`config.mk`:
```
export PLATFORM = sky130hd
export DESIGN_NAME = battery_level_monitor_unit
export DESIGN_NICKNAME = d
export VERILOG_FILES = /design/src/blm_pkg.sv /design/src/blm_front.sv /design/src/blm_div.sv /design/src/blm_back.sv /design/src/battery_level_monitor_unit.sv
export SDC_FILE = /design/constraint.sdc
export NUM_CORES = 1
export LEC_CHECK = 0
export BUFFER_PORTS_ARGS = -buffer_cell sky130_fd_sc_hd__buf_2
export CELL_PAD_IN_SITES_DETAIL_PLACEMENT = 1
export CELL_PAD_IN_SITES_GLOBAL_PLACEMENT = 1
export CORE_ASPECT_RATIO = 1.4
export CORE_MARGIN = 4
export CORE_UTILIZATION = 50
export CTS_CLUSTER_DIAMETER = 40
export DETAILED_ROUTE_END_ITERATION = 10
export HOLD_SLACK_MARGIN = 0.15
export PLACE_DENSITY = 0.9
export SKIP_LAST_GASP = 1
export SLEW_MARGIN = 15
export SYNTH_ARGS = -nofsm -noshare
export SYNTH_HDL_FRONTEND = slang
export SYNTH_SLANG_ARGS = --single-unit
```
`constraint.sdc`:
```
create_clock -name i_clk -period 7.82 [get_ports i_clk]
set_clock_uncertainty 0.05 [all_clocks]
set_input_delay 0.391 -clock i_clk [delete_from_list [all_inputs] [get_ports i_clk]]
set_output_delay 0.391 -clock i_clk [all_outputs]
set_load 0.005 [all_outputs]
```
`src/blm_pkg.sv`:
```
// Shared types and constants of the battery level monitor.
// Depends on nothing; every other file takes names from it by scope.
package blm_pkg;

    localparam int MV_W       = 13;
    localparam int ADC_W      = 12;
    localparam int PCT_W      = 7;
    localparam int TIME_W     = 32;
    localparam int DIV_NUM_W  = 19;
    localparam int DIV_DEN_W  = 7;
    localparam int DIV_CNT_W  = 5;
    localparam int PCT_PROD_W = 23;

    localparam logic [MV_W-1:0] MV_FULL = 13'd4150;
    localparam logic [MV_W-1:0] MV_HIGH = 13'd3820;
    localparam logic [MV_W-1:0] MV_MID  = 13'd3500;
    localparam logic [MV_W-1:0] MV_LOW  = 13'd3300;
    localparam logic [MV_W-1:0] MV_EMPTY = 13'd3000;

    // Reciprocal multipliers of three charge curve segments, each exact for the segment's
    // whole span: 5/33 scaled by 2^16, 1/40 by 2^13 and 1/60 by 2^15.
    localparam logic [PCT_PROD_W-1:0] RCP_HIGH  = 23'd9930;
    localparam logic [PCT_PROD_W-1:0] RCP_LOW   = 23'd205;
    localparam logic [PCT_PROD_W-1:0] RCP_EMPTY = 23'd547;
    localparam int SH_HIGH  = 16;
    localparam int SH_LOW   = 13;
    localparam int SH_EMPTY = 15;

    localparam logic [PCT_W-1:0] PCT_RESET = 7'd100;
    localparam logic [TIME_W-1:0] TIMEOUT_RESET = 32'd10000;

    localparam logic [0:0] REG_TIMEOUT = 1'b0;

    typedef enum logic [0:0] {
        OP_SAMPLE   = 1'b0,
        OP_ACTIVITY = 1'b1
    } t_op;

    typedef struct packed {
        t_op               op;
        logic [MV_W-1:0]   mv;
        logic [TIME_W-1:0] now_ms;
    } t_item;

    typedef struct packed {
        logic  valid;
        t_item item;
    } t_queue_head;

    typedef struct packed {
        logic                 start;
        logic [DIV_NUM_W-1:0] num;
        logic [DIV_DEN_W-1:0] den;
        logic [DIV_CNT_W-1:0] bits;
    } t_div_req;

    typedef struct packed {
        logic                 done;
        logic [DIV_NUM_W-1:0] quo;
    } t_div_rsp;

endpackage

```
`src/blm_front.sv`:
```
// Front end of the battery level monitor: accepts requests, classifies them
// and holds them in a two-entry queue. Depends on blm_pkg.
module blm_front (
    input  logic                          i_clk,
    input  logic                          i_rst_n,
    input  logic                          i_in_valid,
    output logic                          o_in_stall,
    input  logic                          i_operation,
    input  logic [blm_pkg::ADC_W-1:0]     i_adc_millivolts,
    input  logic [blm_pkg::TIME_W-1:0]    i_now_ms,
    output blm_pkg::t_queue_head          o_head,
    input  logic                          i_pop
);

    blm_pkg::t_item r_entry [2];
    logic           r_wr_ptr, n_wr_ptr;
    logic           r_rd_ptr, n_rd_ptr;
    logic [1:0]     r_count, n_count;
    logic           push;
    logic           pop;
    blm_pkg::t_item in_item;

    // Battery voltage is twice the divided ADC reading.
    always_comb begin
        in_item.op     = blm_pkg::t_op'(i_operation);
        in_item.mv     = {i_adc_millivolts, 1'b0};
        in_item.now_ms = i_now_ms;
    end

    assign o_in_stall   = (r_count == 2'd2);
    assign push         = i_in_valid && !o_in_stall;
    assign pop          = i_pop && (r_count != 2'd0);
    assign o_head.valid = (r_count != 2'd0);
    assign o_head.item  = r_entry[r_rd_ptr];

    always_comb begin
        n_wr_ptr = push ? ~r_wr_ptr : r_wr_ptr;
        n_rd_ptr = pop ? ~r_rd_ptr : r_rd_ptr;
        n_count  = r_count;
        if (push && !pop) begin
            n_count = r_count + 2'd1;
        end else if (pop && !push) begin
            n_count = r_count - 2'd1;
        end
    end

    always_ff @(posedge i_clk) begin
        if (!i_rst_n) begin
            r_wr_ptr <= 1'b0;
            r_rd_ptr <= 1'b0;
            r_count  <= 2'd0;
        end else begin
            r_wr_ptr <= n_wr_ptr;
            r_rd_ptr <= n_rd_ptr;
            r_count  <= n_count;
        end
    end

    always_ff @(posedge i_clk) begin
        if (push) begin
            r_entry[r_wr_ptr] <= in_item;
        end
    end

endmodule

```
`src/blm_div.sv`:
```
// Restoring divider, one quotient bit per cycle.
// The request gives the numerator width so short divisions finish early. Depends on blm_pkg.
module blm_div (
    input  logic              i_clk,
    input  logic              i_rst_n,
    input  blm_pkg::t_div_req i_req,
    output blm_pkg::t_div_rsp o_rsp
);

    localparam int NW = blm_pkg::DIV_NUM_W;
    localparam int DW = blm_pkg::DIV_DEN_W;
    localparam int CW = blm_pkg::DIV_CNT_W;

    logic [NW-1:0] r_quo;
    logic [DW-1:0] r_rem;
    logic [DW-1:0] r_den;
    logic [CW-1:0] r_left;
    logic          r_busy;
    logic          r_done;
    logic [DW:0]   trial;
    logic [DW:0]   diff;
    logic          ge;
    logic [CW-1:0] shamt;

    assign trial = {r_rem, r_quo[NW-1]};
    assign diff  = trial - {1'b0, r_den};
    assign ge    = (trial >= {1'b0, r_den});
    assign shamt = CW'(NW) - i_req.bits;

    assign o_rsp.done = r_done;
    assign o_rsp.quo  = r_quo;

    always_ff @(posedge i_clk) begin
        if (!i_rst_n) begin
            r_busy <= 1'b0;
            r_done <= 1'b0;
            r_left <= '0;
        end else if (i_req.start) begin
            r_busy <= 1'b1;
            r_done <= 1'b0;
            r_left <= i_req.bits;
        end else if (r_busy) begin
            r_left <= r_left - CW'(1);
            if (r_left == CW'(1)) begin
                r_busy <= 1'b0;
                r_done <= 1'b1;
            end
        end else begin
            r_done <= 1'b0;
        end
    end

    always_ff @(posedge i_clk) begin
        if (i_req.start) begin
            r_quo <= i_req.num << shamt;
            r_rem <= '0;
            r_den <= i_req.den;
        end else if (r_busy) begin
            r_quo <= {r_quo[NW-2:0], ge};
            r_rem <= ge ? diff[DW-1:0] : trial[DW-1:0];
        end
    end

endmodule

```
`src/blm_back.sv`:
```
// Back end of the battery level monitor: sample ring, running sum, average through the
// divider, charge curve by reciprocal multiplication, screen timeout and result register.
// Depends on blm_pkg.
module blm_back #(
    parameter int WINDOW_DEPTH = 8
) (
    input  logic                          i_clk,
    input  logic                          i_rst_n,
    input  blm_pkg::t_queue_head          i_head,
    output logic                          o_pop,
    input  logic [blm_pkg::TIME_W-1:0]    i_timeout_ms,
    output blm_pkg::t_div_req             o_div_req,
    input  blm_pkg::t_div_rsp             i_div_rsp,
    output logic                          o_out_valid,
    input  logic                          i_out_stall,
    output logic [blm_pkg::MV_W-1:0]      o_battery_millivolts,
    output logic [blm_pkg::PCT_W-1:0]     o_charge_percent,
    output logic                          o_low_battery,
    output logic                          o_screen_on
);

    localparam int MW    = blm_pkg::MV_W;
    localparam int POS_W = (WINDOW_DEPTH > 1) ? $clog2(WINDOW_DEPTH) : 1;
    localparam int CNT_W = $clog2(WINDOW_DEPTH + 1);
    localparam int SUM_W = MW + $clog2(WINDOW_DEPTH);

    typedef enum logic [5:0] {
        ST_IDLE = 6'b000001,
        ST_ACC  = 6'b000010,
        ST_AVG  = 6'b000100,
        ST_PSET = 6'b001000,
        ST_PCT  = 6'b010000,
        ST_OUT  = 6'b100000
    } t_bstate;

    t_bstate r_state, n_state;

    logic [MW-1:0]    r_store [WINDOW_DEPTH];
    logic [MW-1:0]    r_rd_data;
    logic             mem_we;

    blm_pkg::t_item   r_item;
    logic [POS_W-1:0] r_pos, n_pos;
    logic [CNT_W-1:0] r_cnt, n_cnt;
    logic [SUM_W-1:0] r_sum, n_sum;
    logic [blm_pkg::TIME_W-1:0] r_last, n_last;
    logic             r_disp, n_disp;
    logic [MW-1:0]    r_held_mv, n_held_mv;
    logic [blm_pkg::PCT_W-1:0] r_held_pct, n_held_pct;
    logic             r_held_low, n_held_low;
    logic [blm_pkg::PCT_W-1:0] r_base, n_base;
    logic [blm_pkg::PCT_W-1:0] r_pct_q, n_pct_q;
    logic             r_out_valid;
    logic             out_load;
    logic             full;
    logic [blm_pkg::TIME_W-1:0] elapsed;

    logic [MW-1:0]    seg_x;
    logic [blm_pkg::PCT_PROD_W-1:0] pct_prod;
    logic [blm_pkg::PCT_W-1:0]      pct_quo;
    logic [blm_pkg::PCT_W-1:0]      pct_base;

    assign full    = (r_cnt == CNT_W'(WINDOW_DEPTH));
    assign elapsed = r_item.now_ms - r_last;
    assign out_load = (r_state == ST_OUT) && (!r_out_valid || !i_out_stall);
    assign o_pop   = (r_state == ST_IDLE) && i_head.valid;
    assign mem_we  = (r_state == ST_ACC);

    // Segment of the charge curve: base percentage plus a floor division by a constant, done
    // by scaled reciprocal multiplication and a shift, or by a shift alone for the middle one.
    always_comb begin
        seg_x    = '0;
        pct_prod = '0;
        pct_quo  = '0;
        pct_base = '0;
        if (r_held_mv >= blm_pkg::MV_FULL) begin
            pct_base = 7'd100;
        end else if (r_held_mv >= blm_pkg::MV_HIGH) begin
            seg_x    = r_held_mv - blm_pkg::MV_HIGH;
            pct_prod = blm_pkg::PCT_PROD_W'(seg_x[8:0]) * blm_pkg::RCP_HIGH;
            pct_quo  = pct_prod[blm_pkg::SH_HIGH +: blm_pkg::PCT_W];
            pct_base = 7'd50;
        end else if (r_held_mv >= blm_pkg::MV_MID) begin
            seg_x    = r_held_mv - blm_pkg::MV_MID;
            pct_quo  = {1'b0, seg_x[8:3]};
            pct_base = 7'd10;
        end else if (r_held_mv >= blm_pkg::MV_LOW) begin
            seg_x    = r_held_mv - blm_pkg::MV_LOW;
            pct_prod = blm_pkg::PCT_PROD_W'(seg_x[8:0]) * blm_pkg::RCP_LOW;
            pct_quo  = pct_prod[blm_pkg::SH_LOW +: blm_pkg::PCT_W];
            pct_base = 7'd5;
        end else if (r_held_mv >= blm_pkg::MV_EMPTY) begin
            seg_x    = r_held_mv - blm_pkg::MV_EMPTY;
            pct_prod = blm_pkg::PCT_PROD_W'(seg_x[8:0]) * blm_pkg::RCP_EMPTY;
            pct_quo  = pct_prod[blm_pkg::SH_EMPTY +: blm_pkg::PCT_W];
        end
    end

    always_comb begin
        n_state    = r_state;
        n_pos      = r_pos;
        n_cnt      = r_cnt;
        n_sum      = r_sum;
        n_last     = r_last;
        n_disp     = r_disp;
        n_held_mv  = r_held_mv;
        n_held_pct = r_held_pct;
        n_held_low = r_held_low;
        n_base     = r_base;
        n_pct_q    = r_pct_q;
        o_div_req.start = 1'b0;
        o_div_req.num   = '0;
        o_div_req.den   = blm_pkg::DIV_DEN_W'(1);
        o_div_req.bits  = blm_pkg::DIV_CNT_W'(SUM_W);
        unique case (r_state)
            ST_IDLE: begin
                if (i_head.valid) begin
                    if (i_head.item.op == blm_pkg::OP_ACTIVITY) begin
                        n_last  = i_head.item.now_ms;
                        n_disp  = 1'b1;
                        n_state = ST_OUT;
                    end else begin
                        n_state = ST_ACC;
                    end
                end
            end
            ST_ACC: begin
                if (full) begin
                    n_sum = r_sum - SUM_W'(r_rd_data) + SUM_W'(r_item.mv);
                end else begin
                    n_sum = r_sum + SUM_W'(r_item.mv);
                    n_cnt = r_cnt + CNT_W'(1);
                end
                n_pos = (r_pos == POS_W'(WINDOW_DEPTH - 1)) ? '0 : r_pos + POS_W'(1);
                if (r_disp && (elapsed >= i_timeout_ms)) begin
                    n_disp = 1'b0;
                end
                o_div_req.start = 1'b1;
                o_div_req.num   = blm_pkg::DIV_NUM_W'(n_sum);
                o_div_req.den   = blm_pkg::DIV_DEN_W'(n_cnt);
                o_div_req.bits  = blm_pkg::DIV_CNT_W'(SUM_W);
                n_state = ST_AVG;
            end
            ST_AVG: begin
                if (i_div_rsp.done) begin
                    n_held_mv  = i_div_rsp.quo[MW-1:0];
                    n_held_low = (i_div_rsp.quo[MW-1:0] < blm_pkg::MV_LOW);
                    n_state    = ST_PSET;
                end
            end
            ST_PSET: begin
                n_pct_q = pct_quo;
                n_base  = pct_base;
                n_state = ST_PCT;
            end
            ST_PCT: begin
                n_held_pct = r_base + r_pct_q;
                n_state    = ST_OUT;
            end
            ST_OUT: begin
                if (out_load) begin
                    n_state = ST_IDLE;
                end
            end
            default: begin
                n_state = ST_IDLE;
            end
        endcase
    end

    always_ff @(posedge i_clk) begin
        if (!i_rst_n) begin
            r_state     <= ST_IDLE;
            r_pos       <= '0;
            r_cnt       <= '0;
            r_sum       <= '0;
            r_last      <= '0;
            r_disp      <= 1'b1;
            r_held_mv   <= '0;
            r_held_pct  <= blm_pkg::PCT_RESET;
            r_held_low  <= 1'b0;
            r_out_valid <= 1'b0;
        end else begin
            r_state    <= n_state;
            r_pos      <= n_pos;
            r_cnt      <= n_cnt;
            r_sum      <= n_sum;
            r_last     <= n_last;
            r_disp     <= n_disp;
            r_held_mv  <= n_held_mv;
            r_held_pct <= n_held_pct;
            r_held_low <= n_held_low;
            if (out_load) begin
                r_out_valid <= 1'b1;
            end else if (!i_out_stall) begin
                r_out_valid <= 1'b0;
            end
        end
    end

    always_ff @(posedge i_clk) begin
        r_base  <= n_base;
        r_pct_q <= n_pct_q;
        if (o_pop) begin
            r_item <= i_head.item;
        end
        if (out_load) begin
            o_battery_millivolts <= r_held_mv;
            o_charge_percent     <= r_held_pct;
            o_low_battery        <= r_held_low;
            o_screen_on          <= r_disp;
        end
    end

    // Sample ring: the oldest entry is read as the sample is taken from the
    // queue and overwritten in the following cycle.
    always_ff @(posedge i_clk) begin
        if (o_pop) begin
            r_rd_data <= r_store[r_pos];
        end
        if (mem_we) begin
            r_store[r_pos] <= r_item.mv;
        end
    end

    assign o_out_valid = r_out_valid;

endmodule

```
`src/battery_level_monitor_unit.sv`:
```
// Battery level monitor: moving-average battery gauge with a screen timeout.
// A sample passes the back end states ACC, AVG, PSET, PCT and OUT, an activity request
// only OUT. AVG waits for the restoring divider of the average, one quotient bit per cycle
// over SUM_W = 13 + log2(WINDOW_DEPTH) bits. The back end takes one request at a time,
// and result stalls hold it in OUT.
// Reset is synchronous and active low; the sample ring is not cleared.
module battery_level_monitor_unit #(
    parameter int WINDOW_DEPTH = 8
) (
    input  logic                          i_clk,
    input  logic                          i_rst_n,
    // Configuration port.
    input  logic                          psel,
    input  logic                          penable,
    input  logic                          pwrite,
    input  logic [2:0]                    paddr,
    input  logic [31:0]                   pwdata,
    output logic [31:0]                   prdata,
    output logic                          pready,
    // Input request channel.
    input  logic                          i_in_valid,
    output logic                          o_in_stall,
    input  logic                          i_operation,
    input  logic [blm_pkg::ADC_W-1:0]     i_adc_millivolts,
    input  logic [blm_pkg::TIME_W-1:0]    i_now_ms,
    // Result channel.
    output logic                          o_out_valid,
    input  logic                          i_out_stall,
    output logic [blm_pkg::MV_W-1:0]      o_battery_millivolts,
    output logic [blm_pkg::PCT_W-1:0]     o_charge_percent,
    output logic                          o_low_battery,
    output logic                          o_screen_on
);

    // The only register is the screen timeout, at byte address zero. The upper
    // address bit selects the register index; byte offsets are ignored.
    logic [blm_pkg::TIME_W-1:0] r_timeout;
    logic                       cfg_write;

    blm_pkg::t_queue_head head;
    logic                 pop;
    blm_pkg::t_div_req    div_req;
    blm_pkg::t_div_rsp    div_rsp;

    assign pready    = 1'b1;
    assign cfg_write = psel && penable && pwrite && pready;
    assign prdata    = (paddr[2] == blm_pkg::REG_TIMEOUT) ? r_timeout : 32'd0;

    always_ff @(posedge i_clk) begin
        if (!i_rst_n) begin
            r_timeout <= blm_pkg::TIMEOUT_RESET;
        end else if (cfg_write && (paddr[2] == blm_pkg::REG_TIMEOUT)) begin
            r_timeout <= pwdata;
        end
    end

    // The front end doubles the ADC reading and queues the request, so up to two new
    // requests are taken while the back end is busy or its result waits.
    blm_front u_front (
        .i_clk            (i_clk),
        .i_rst_n          (i_rst_n),
        .i_in_valid       (i_in_valid),
        .o_in_stall       (o_in_stall),
        .i_operation      (i_operation),
        .i_adc_millivolts (i_adc_millivolts),
        .i_now_ms         (i_now_ms),
        .o_head           (head),
        .i_pop            (pop)
    );

    // The divider forms the window average over the samples filled so far.
    blm_div u_div (
        .i_clk   (i_clk),
        .i_rst_n (i_rst_n),
        .i_req   (div_req),
        .o_rsp   (div_rsp)
    );

    // The back end owns all gauge state and the result register.
    blm_back #(
        .WINDOW_DEPTH (WINDOW_DEPTH)
    ) u_back (
        .i_clk                (i_clk),
        .i_rst_n              (i_rst_n),
        .i_head               (head),
        .o_pop                (pop),
        .i_timeout_ms         (r_timeout),
        .o_div_req            (div_req),
        .i_div_rsp            (div_rsp),
        .o_out_valid          (o_out_valid),
        .i_out_stall          (i_out_stall),
        .o_battery_millivolts (o_battery_millivolts),
        .o_charge_percent     (o_charge_percent),
        .o_low_battery        (o_low_battery),
        .o_screen_on          (o_screen_on)
    );

endmodule

```
* After elaboration in Yosys (flattened, before gate mapping)
Memory sizes are Yosys's and may differ from the RTL's. A register that Yosys moved wholly into a read port is not among the register bits.
Index checks and enable logic that the tools add are counted.
** Word-level totals
- Memory bits (read-only) :: 0
- Register bits :: 241
- Output and inout port bits :: 57
- Bits in latches :: 0
- Bits in writable memories :: 194
- Bits of input ports :: 87
- Memories :: 2
** Memories
- u_back.r_store :: words 8, bits a word 13, read ports 1, clocked after Yosys merged registers in 1, write ports 1, RTL line blm_back.sv:38 : logic [MW-1:0] r_store [WINDOW_DEPTH];
- u_front.r_entry :: words 2, bits a word 45, read ports 1, clocked after Yosys merged registers in 1, write ports 1, RTL line blm_front.sv:15 : blm_pkg::t_item r_entry [2];
** Cells by class
- Mux-type cells :: 39
- Bitwise gates (word level) :: 5
- Multipliers :: 3
- Div/mod/pow operators :: 0
- Shift-type cells :: 1
- Add/sub/neg operators :: 16
- Equal/unequal tests :: 16
- Reduce and logical (&&, ||, !) cells :: 27
- Order comparisons :: 8
** Operator list (count)
- 2-to-1 mux 32 bit :: 2
- greater-or-equal comparator 13 x 12 -> 1 bit, second input constant :: 4
- 2-to-1 mux 7 bit :: 6
- 2-to-1 mux 19 bit :: 2
- one-hot mux 6 bit (6 select lines) :: 1
- adder 16 x 13 -> 16 bit :: 2
- greater-or-equal comparator 32 bit :: 1
- subtractor 32 bit :: 1
- 2-to-1 mux 6 bit :: 4
- multiplier 9 x 13 -> 22 bit, second input constant :: 1
- multiplier 9 x 10 -> 19 bit, second input constant :: 1
- << shifter 19 x 5 -> 19 bit :: 1
- subtractor 9 x 8 -> 9 bit, second input constant :: 2
- subtractor 9 bit, second input constant :: 2
- multiplier 9 x 8 -> 17 bit, second input constant :: 1
- 2-to-1 mux 16 bit :: 1
- subtractor 16 x 13 -> 16 bit :: 1
- 2-to-1 mux 1 bit :: 14
- greater-or-equal comparator 13 bit, second input constant :: 1
- < comparator 13 x 12 -> 1 bit, second input constant :: 1
- logical AND 1 bit :: 10
- 2-to-1 mux 5 bit :: 2
- greater-or-equal comparator 8 x 7 -> 1 bit :: 1
- 2-to-1 mux 4 bit :: 2
- 32 further kinds :: 51

* Logic depth before layout (Yosys ltp)
Gate-level depths: netlist of run 1.
- Word-level depth :: 7
- Depth in mapped cells :: 24

* By module
From an unflattened synthesis of run 1, not the netlist that was laid out.
** Second synthesis, totals
- Cells, all modules :: 2487
- Area total of the unflattened synthesis :: 26824.5 sq um
** By module, submodules not included
- blm_back :: instances 1, cells each 1850, area an instance 18840.6 sq um, seq. area each 7627.3 sq um
- blm_front :: instances 1, cells each 167, area an instance 3492.1 sq um, seq. area each 2802.7 sq um
- blm_div :: instances 1, cells each 293, area an instance 2929.1 sq um, seq. area each 1061.0 sq um
- battery_level_monitor_unit :: instances 1, cells each 177, area an instance 1562.7 sq um, seq. area each 640.6 sq um

* Worst setup path before layout of run 1
Ideal clock, no wire load.
- Kind :: register to register
- Start point :: reg u_back.r_held_mv[3]
- End point :: reg u_back.r_pct_q[3] (netlist name) (data pin)
- Buffers on the path :: 0
- Cell stages (with the launch flop) :: 24
- Clock period less this slack :: 5.545 ns
- Setup time :: 0.270 ns
- Slack :: 2.275 ns
- Arrival time :: 5.225 ns
- Path through :: dfxtp_1 -> inv_1 -> ha_1 -> a21boi_0 -> nor2_1 -> xor2_1 -> ha_1 -> inv_1 -> fa_1 -> inv_1 -> fa_1 -> inv_1 -> fa_1 -> inv_1 -> ha_1 -> a21oi_1 -> nor2_1 -> a2111oi_1 -> nor2b_1 -> nor3_1 -> o21bai_1 -> xnor2_1 -> a211oi_1 -> o32ai_1
** On the way
- Cells in the longest elaborated chain, start to end :: 6
- Elaborated cells between the ends (all ways) :: 16
- Classes of those cells :: 4 x add/sub; 3 x mul; 5 x order compare; 4 x mux
** RTL lines
- start: declaration :: RTL line blm_back.sv:48 : logic [MW-1:0] r_held_mv, n_held_mv;
- start signal: assignment :: RTL line blm_back.sv:190 : r_held_mv <= n_held_mv;
- subtractor 9 bit :: RTL line blm_back.sv:93 : seg_x = r_held_mv - blm_pkg::MV_EMPTY;
- multiplier 9 x 10 -> 19 bit :: RTL line blm_back.sv:94 : pct_prod = blm_pkg::PCT_PROD_W'(seg_x[8:0]) * blm_pkg::RCP_EMPTY;
- 2-to-1 mux 4 bit :: RTL line blm_back.sv:92 : end else if (r_held_mv >= blm_pkg::MV_EMPTY) begin
- 2-to-1 mux 7 bit :: RTL line blm_back.sv:87 : end else if (r_held_mv >= blm_pkg::MV_LOW) begin
- 2-to-1 mux 7 bit :: RTL line blm_back.sv:83 : end else if (r_held_mv >= blm_pkg::MV_MID) begin
- 2-to-1 mux 7 bit :: RTL line blm_back.sv:78 : end else if (r_held_mv >= blm_pkg::MV_HIGH) begin
- end signal: assignment :: RTL line blm_back.sv:203 : r_pct_q <= n_pct_q;
- end: declaration :: RTL line blm_back.sv:52 : logic [blm_pkg::PCT_W-1:0] r_pct_q, n_pct_q;
Several ways; a longest one is shown, not always the timed one.
A chain may end at the register's enable or synchronous reset.

* Final worst setup path of run 1
Same ends and word-level chain as after synthesis.

==> results.md, run 1 <==
* Final Max Slew Viols at 0
* IO Port Bufs at 140
* PD cells at approximately 330 nW/um2
* Synth unique cells at just over 80
* Initial DRC Count at approximately 1600
* Total GRT Usage at between 30% and 40%
* First-pass GRT wire length at between 100000 and 150000 um
* Max_cap viols at 0
* Placer congestion estimate at 0.878
* Commonest non-fill, non-tap cell in the layout: edfxtp_1
* Worst Path Required at approximately 8.2 ns
* FFs w/ async S/R, synth at 0%
* Syn Nets at roughly 2600
* P&R area growth vs syn at 15.8%
* Total CTS buffers at 49
* CTS sink cnt at 435
* Synth Flop Type: edfxtp_1
* Register bit count reported by yosys at approximately 440
* NumNets Final at between 2000 and 3000
* Cell Rows at 95
* Status: finished clean
* Worst VDD drop at between 0.3 and 0.4 mV
* CP startpoint kind: flip-flop
* Drt wl/cell at ~26 um
* Initial antenna violation count at 1
* Arr. time, crit path at 7.40 ns
* Area of the multi-input gates at about 11000 um2
* Die H at about 270 um
* Worst hold path stage count at 4
* Min-delay worst type: input port to flip-flop
* Layout cells sized above 1 at 13.4%
* Cts repair resizes at 0
* Area contributors post-synth: edfxtp_1, ha_1, dfxtp_1, fa_1, inv_1
* Fin Hold WS at 0.228 ns
* Vias at ~19000
* TNS Setup at 0 ns
* DP HPWL at 47600 um
* I/O Pins at 144
* DR pass1 iterations at 5
* WS Path Type: flip-flop to flip-flop
* Vias in the first global route at between 20000 and 25000
* RSZ-0062 raised after global routing: no
* H-tree levels at 2
* Largest net degree at the start of global routing at 60
* Clock tree buffer depth at 3
* Final Hold Fails at 0
* Sequential share of the synthesized area at ~48%
* Clock Latency Late Sink at roughly 0.62 ns
* Min Clock Period, post-route at 7.02 ns
* Die width at a little under 200 um
* DR vias/cell at ~6.1
* CTS clk-pin slew, worst paths at 0.07 ns
* Most frequent cells in the layout: edfxtp_1, inv_1, ha_1
* Worst-path maximum fanout at 10
* Top-area cell type share of the netlist area at between 30% and 40%
* Max Freq at between 0.1 and 0.15 GHz
* Post-Syn Area per Cell at 11.1 um2
* Syn. warnings at 0
* FF+latch area at around 12000 um2
* Reg2Reg Depth at 23
* Clock root cell: clkbuf_16
* Finish-stage setup viols at 0
* GRT overflow at 0
* Crit end category: flip-flop
* Die area at 52600 um2
* Rel. slew slack at slightly below 30%
* Fillers at between 5000 and 6000
* CTS tree: done
* # DRC at 0
* Cell count after synthesis at approximately 2200
* Dpl ws at 1.03 ns
* Final WL at between 80000 and 90000 um
* Leak at 0.0118 uW
* Synth area leader: edfxtp_1
* Fin crit share at 89.7%
* Worst setup margin at roughly 0.8 ns
* Post-Syn Area at 24500 um2
* Worst slew pin tran at between 1 and 1.5 ns
* DRT antenna net count at 0
* Number of synthesized flops with an enable pin at around 300
* Core Region at 48300 um2
* Initial core utilization at between 50% and 60%
## final cells by class
cell class / instances / area share [%]
Sequential cell: 435 / 41.3
Multi-Input combinational cell: 1422 / 40.4
Timing Repair Buffer: 241 / 5.83
Clock buffer: 59 / 4.74
Inverter: 287 / 3.80
Tap cell: 630 / 2.78
Clock inverter: 33 / 1.10
Antenna cell: 1 / 0.00883
## stage by stage
step	cells	instance area (um2)	total power, uW	utilization [%]
after floorplan	2211	24500	5530	-
after global placement	2937	25900	6150	53.7
after detailed placement	2937	25900	6470	53.7
after CTS	3107	28300	8980	58.7
after global routing	3108	28400	9820	58.7
final	3108	28400	9450	58.7
## report_power, final
part | internal [uW] | total, uW | switching (uW) | leakage (uW)
sequential | 2940 | 3230 | 288 | 0.00385
clock | 1310 | 2460 | 1150 | 0.000805
combinational | 1430 | 3760 | 2330 | 0.00717
total | 5680 | 9450 | 3770 | 0.0118
## synthesized netlist by cell type, types with 4 or more instances
library cell,count
a211oi_1,17
a21boi_0,4
a21o_1,29
a21oi_1,113
a221oi_1,7
a22oi_1,9
a311oi_1,4
a31oi_1,16
and2_1,9
and3_1,19
buf_1,17
buf_2,4
clkbuf_1,45
dfxtp_1,134
edfxtp_1,301
fa_1,62
ha_1,248
inv_1,284
mux2_2,50
mux2i_1,59
mux4_2,8
nand2_1,150
nand2b_1,18
nand3_1,29
nand3b_1,5
nand4_1,8
nor2_1,191
nor2b_1,26
nor3_1,30
nor4_1,6
o2111ai_1,4
o211a_1,9
o211ai_1,20
o21a_1,26
o21ai_0,54
o21bai_1,13
o22ai_1,6
or2_2,7
or3_1,5
xnor2_1,70
xor2_1,35
## repair_timing
action,4_1_cts,5_1_grt
setup endpoints to repair,0,0
buffers inserted,0,0
hold endpoints to repair,123,0
hold buffers,78,0
## registers in the layout, summed over array words and instances, names as in the netlist, 5 cells and up, named ones only
name	cells
u_div.r_rem	7
u_back.o_charge_percent	7
u_back.r_rd_data	12
u_back.r_held_pct	7
u_back.r_pct_q	7
u_back.r_state	6
u_back.r_item	44
u_back.r_base	7
u_div.r_left	5
u_div.r_quo	19
r_timeout	32
u_front.r_entry	90
u_back.r_sum	15
u_back.r_store	96
u_back.o_battery_millivolts	13
u_back.r_last	32
u_back.r_held_mv	13
## critical path, stage by stage, from the launching register on
cell       delay, ns
dfxtp_1         0.61
inv_1           0.28
ha_1            0.27
a21boi_0        0.45
nor2_1          0.10
xor2_1          0.42
ha_1            0.25
inv_1           0.07
fa_1            0.51
inv_1           0.06
fa_1            0.50
inv_1           0.07
fa_1            0.55
inv_1           0.05
ha_1            0.30
a21oi_1         0.16
nor2_1          0.05
a2111oi_1       0.81
nor2b_1         0.20
nor3_1          0.20
o21bai_1        0.12
xnor2_1         0.28
a211oi_1        0.14
o32ai_1         0.30
## kinds of logic after synthesis
logic type / share of synthesized area [%]
and+or+nand+nor: 9.58
AOI/OAI and AO/OA: 10.1
xor gates and xnor gates: 3.76
DFF: 47.9
buffers and inverters: 5.47
muxes: 5.45
adders and majority gates: 17.8
other: 0.0153
## final timing paths
path,to,slack (ns),from
worst max register to register,u_back.r_pct_q[3]$_SDFFCE_PP0P_,0.80,u_back.r_held_mv[3]$_SDFFE_PN0P_
worst max-delay path,u_back.r_pct_q[3]$_SDFFCE_PP0P_,0.80,u_back.r_held_mv[3]$_SDFFE_PN0P_
worst min-delay path,u_front.r_wr_ptr$_SDFFE_PN0P_,0.23,i_in_valid
worst min register to register,u_back.o_charge_percent[5]$_DFFE_PP_,0.38,u_back.r_held_pct[5]$_SDFFE_PN1N_
## metal layers
metal,wire (um),track usage [%],vias up,share of wire [%]
li1,-,-,8171,-
met1,27700,31.5,9431,34
met2,43700,57.3,923,53
met3,4490,5.08,414,5.5
met4,6060,18.8,0,7.4
met5,0,0,-,0
No activity file was read; power rests on OpenSTA's default activity.
==> run 2, diff against run 1 <==
ABC_AREA = 1   (was not set)
CORE_UTILIZATION = 48   (was 50)
SYNTH_HIERARCHICAL = 1   (was not set)
==> run 2 against run 1 <==
Final area grew 15%; register-to-register slack improved by 0.87 ns; area after synthesis grew 16%; fmax increased by 14%; clock-buffer cell count is 13 higher; final cell count is 37% higher; setup slack better by 0.87 ns; largest cell class is now multi-input combinational cells.
==> results.md, run 2 <==
* Die H at 296 um (was 270 um)
* FFs w/ async S/R, synth at 0% (unchanged)
* Initial core utilization at 48.5% (was 50.7%)
* Worst slew pin tran at 1.14 ns (was 1.06 ns)
* P&R area growth vs syn at 15.0% (was 15.8%)
* Leak at 0.0149 uW (was 0.0118 uW)
* Most frequent cells in the layout: nand2_1, inv_1, edfxtp_1 (was edfxtp_1, inv_1, ha_1)
* CTS sink cnt at 449 (was 435)
* Rel. slew slack at 24.3% (was 28.8%)
* Design Area, Final at 32700 um2 (was 28400 um2)
* Largest registers: u_back/r_store x104, u_front/r_entry x90, u_back/r_item x45 (was u_back.r_store x96, u_front.r_entry x90, u_back.r_item x44)
* Vias in the first global route at 27500 (was 21700)
* Total GRT Usage at 31.4% (was 30.6%)
* Fin crit share at 78.7% (was 89.7%)
* Sequential share of the synthesized area at 42.7% (was 47.9%)
* Biggest register: u_back/r_store (was u_back.r_store)
* TNS Setup at 0 ns (unchanged)
* Max Freq at 0.163 GHz (was 0.142 GHz)
* Cts repair resizes at 0 (unchanged)
* Synth unique cells at 66 (was 83)
* Initial antenna violation count at 8 (was 1)
* Fin Hold WS at 0.179 ns (was 0.228 ns)
* Leading cell type by number of instances after synthesis: nand2_1 (was edfxtp_1)
* R2R setup slack at 1.67 ns (was 0.80 ns)
* Max_cap viols at 0 (unchanged)
* CP startpoint kind: flip-flop (unchanged)
* Final cell utilization of the core at 55.8% (was 58.7%)
* Commonest non-fill, non-tap cell in the layout: nand2_1 (was edfxtp_1)
* CTS clk-pin slew, worst paths at 0.06 ns (was 0.07 ns)
* Finish-stage setup viols at 0 (unchanged)
* Largest register FFs at 104 (was 96)
* Hold path start: psel (was i_in_valid)
* First-pass GRT wire length at 155000 um (was 126000 um)
* Crit end category: flip-flop (unchanged)
* Vias at 25100 (was 18900)
* Reg-to-reg endpoint: u_back/r_pct_q[5]$_SDFFCE_PP0P_ (was u_back.r_pct_q[3]$_SDFFCE_PP0P_)
* Post-Syn Area per Cell at 8.85 um2 (was 11.1 um2)
* FF+latch area at 12100 um2 (was 11700 um2)
* DRT antenna net count at 0 (unchanged)
* Largest net degree at the start of global routing at 95 (was 60)
* Final Hold Fails at 0 (unchanged)
* Worst-path maximum fanout at 11 (was 10)
* Top-area cell type share of the netlist area at 33.2% (was 36.9%)
* DP HPWL at 64000 um (was 47600 um)
* Post-Syn Area at 28400 um2 (was 24500 um2)
* Area after DPL at 29800 um2 (was 25900 um2)
* Syn. warnings at 6 (was 0)
* Clock Latency Late Sink at 0.66 ns (was 0.62 ns)
* Synth Flop Type: edfxtp_1 (unchanged)
* H-tree levels at 2 (unchanged)
* DR pass1 iterations at 7 (was 5)
* Most frequent cells after synthesis: nand2_1, inv_1, edfxtp_1 (was edfxtp_1, inv_1, ha_1)
* Worst hold path stage count at 5 (was 4)
* Die area at 63200 um2 (was 52600 um2)
* Drt wl/cell at 23.7 um (was 26.4 um)
* Area of the multi-input gates at 13700 um2 (was 11400 um2)
* Synth area leader: edfxtp_1 (unchanged)
* RSZ-0062 raised after global routing: no (unchanged)
* Total CTS buffers at 60 (was 49)
* Placer congestion estimate at 0.907 (was 0.878)
* PD cells at 339 nW/um2 (was 333 nW/um2)
* Cell Rows at 105 (was 95)
* NumNets Final at 3842 (was 2833)
* Worst Path Required at 8.12 ns (was 8.20 ns)
* Area contributors post-synth: edfxtp_1, ha_1, dfxtp_1, nand2_1, inv_1 (was edfxtp_1, ha_1, dfxtp_1, fa_1, inv_1)
* I/O Pins at 144 (unchanged)
* Min-delay worst type: input port to flip-flop (unchanged)
* IO Port Bufs at 140 (unchanged)
* Worst r2r src: u_back/r_held_mv[2]$_SDFFE_PN0P_ (was u_back.r_held_mv[3]$_SDFFE_PN0P_)
* Min Clock Period, post-route at 6.15 ns (was 7.02 ns)
* Arr. time, crit path at 6.45 ns (was 7.40 ns)
* Fillers at 6732 (was 5083)
* Clock tree buffer depth at 3 (unchanged)
* Reg2Reg Depth at 23 (unchanged)
* Final WL at 101000 um (was 81900 um)
* Core Region at 58600 um2 (was 48300 um2)
* WS Path Type: flip-flop to flip-flop (unchanged)
* Cell count after synthesis at 3212 (was 2211)
* Die width at 214 um (was 195 um)
* Initial DRC Count at 1985 (was 1613)
* GRT overflow at 0 (unchanged)
* DR vias/cell at 5.92 (was 6.09)
* Worst VDD drop at 0.396 mV (was 0.311 mV)
* Final Max Slew Viols at 0 (unchanged)
* Status: finished clean (unchanged)
* CTS tree: done (unchanged)
* Register bit count reported by yosys at 449 (was 435)
* Postcts setup bufs at 0 (unchanged)
* Clock root cell: clkbuf_16 (unchanged)
* Number of synthesized flops with an enable pin at 314 (was 301)
* Layout cells sized above 1 at 11.7% (was 13.4%)
* Worst Hold Path EP: r_timeout[19]$_SDFFE_PN0P_ (was u_front.r_wr_ptr$_SDFFE_PN0P_)
* # DRC at 0 (unchanged)
run 2: changes by cell type after synthesis, moves of 54 or more:
cell     change
xnor2_1     -54
inv_1      +249
nand3_1    +213
nand2_1    +470
mux2i_1     -59
nor2_1      +64
a21oi_1    +103
run 2: repair_timing:
action,in CTS,in global routing
hold endpoints to repair,123,0
hold buffers,78,0
endpoints found under the setup margin,0,0
run 2: final cells by class:
cell class	instances	area share [%]
Clock buffer	72	5.02
Sequential cell	449	37.1
Multi-Input combinational cell	2127	41.9
Timing Repair Buffer	241	5.07
Inverter	560	6.45
Clock inverter	40	1.48
Tap cell	749	2.87
Antenna cell	6	0.0459
run 2: worst max-delay path by stage:
stage                                                start                         endpoint  slack [ns]  depth (start not counted)
after floorplan           u_back/r_held_mv[2]$_SDFFE_PN0P_  u_back/r_pct_q[5]$_SDFFCE_PP0P_        3.11                         23
after global placement    u_back/r_held_mv[2]$_SDFFE_PN0P_  u_back/r_pct_q[5]$_SDFFCE_PP0P_        2.35                         23
after detailed placement  u_back/r_held_mv[2]$_SDFFE_PN0P_  u_back/r_pct_q[5]$_SDFFCE_PP0P_        2.08                         23
after CTS                 u_back/r_held_mv[2]$_SDFFE_PN0P_  u_back/r_pct_q[1]$_SDFFCE_PP0P_        1.89                         28
after global routing      u_back/r_held_mv[2]$_SDFFE_PN0P_  u_back/r_pct_q[5]$_SDFFCE_PP0P_        1.49                         23
final                     u_back/r_held_mv[2]$_SDFFE_PN0P_  u_back/r_pct_q[5]$_SDFFCE_PP0P_        1.67                         23
run 2: power breakdown:
group	internal [uW]	total [uW]	switching, uW
combinational	1590	4760	3170
clock	1700	2920	1220
sequential	3080	3410	324
total	6380	11100	4720
run 2: metrics by stage:
| stage | setup slack (ns) | std cells | total power (uW) |
|---|---|---|---|
| final | 1.67 | 4244 | 11100 |
| after global placement | 2.35 | 4048 | 7430 |
| after CTS | 1.89 | 4238 | 10900 |
| after global routing | 1.49 | 4244 | 11700 |
| after detailed placement | 2.08 | 4048 | 7740 |
| after floorplan | 3.11 | 3221 | 6480 |
run 2: logic make-up (layout without fill, tap and decap cells):
kind of cell / count (synthesis) / in the layout / share of synthesized area [%]
buffers and inverters: 645 / 913 / 9.40
adder cells (fa/ha/maj): 316 / 316 / 15.5
multiplexers: 45 / 45 / 2.31
AO/OA/AOI/OAI: 435 / 435 / 8.78
AND/OR/NAND/NOR: 1257 / 1257 / 19.3
flip-flops: 449 / 449 / 42.7
XOR/XNOR: 61 / 61 / 1.91
other: 4 / 19 / 0.0528
run 2: layer usage:
layer	global-route usage (%)	up-vias	routed length, um
li1	-	11100	-
met1	33.8	12400	35800
met2	57.2	1202	51900
met3	4.72	490	5660
met4	19.5	2	7220
met5	0	-	11
run 2: critical path: stages, from the launching register on:
cell,delay [ns]
dfxtp_1,0.77
ha_1,0.31
inv_1,0.05
nor2_1,0.25
nor2_1,0.18
nor2_1,0.15
xor2_1,0.55
ha_1,0.33
inv_1,0.08
fa_1,0.52
fa_1,0.56
inv_1,0.06
fa_1,0.49
ha_1,0.36
a21oi_1,0.20
o21ai_0,0.12
a21oi_1,0.24
nand2_1,0.12
nand2_1,0.10
nand2_1,0.07
nand2_1,0.07
nand2_1,0.07
nand2_1,0.06
nand2_1,0.11
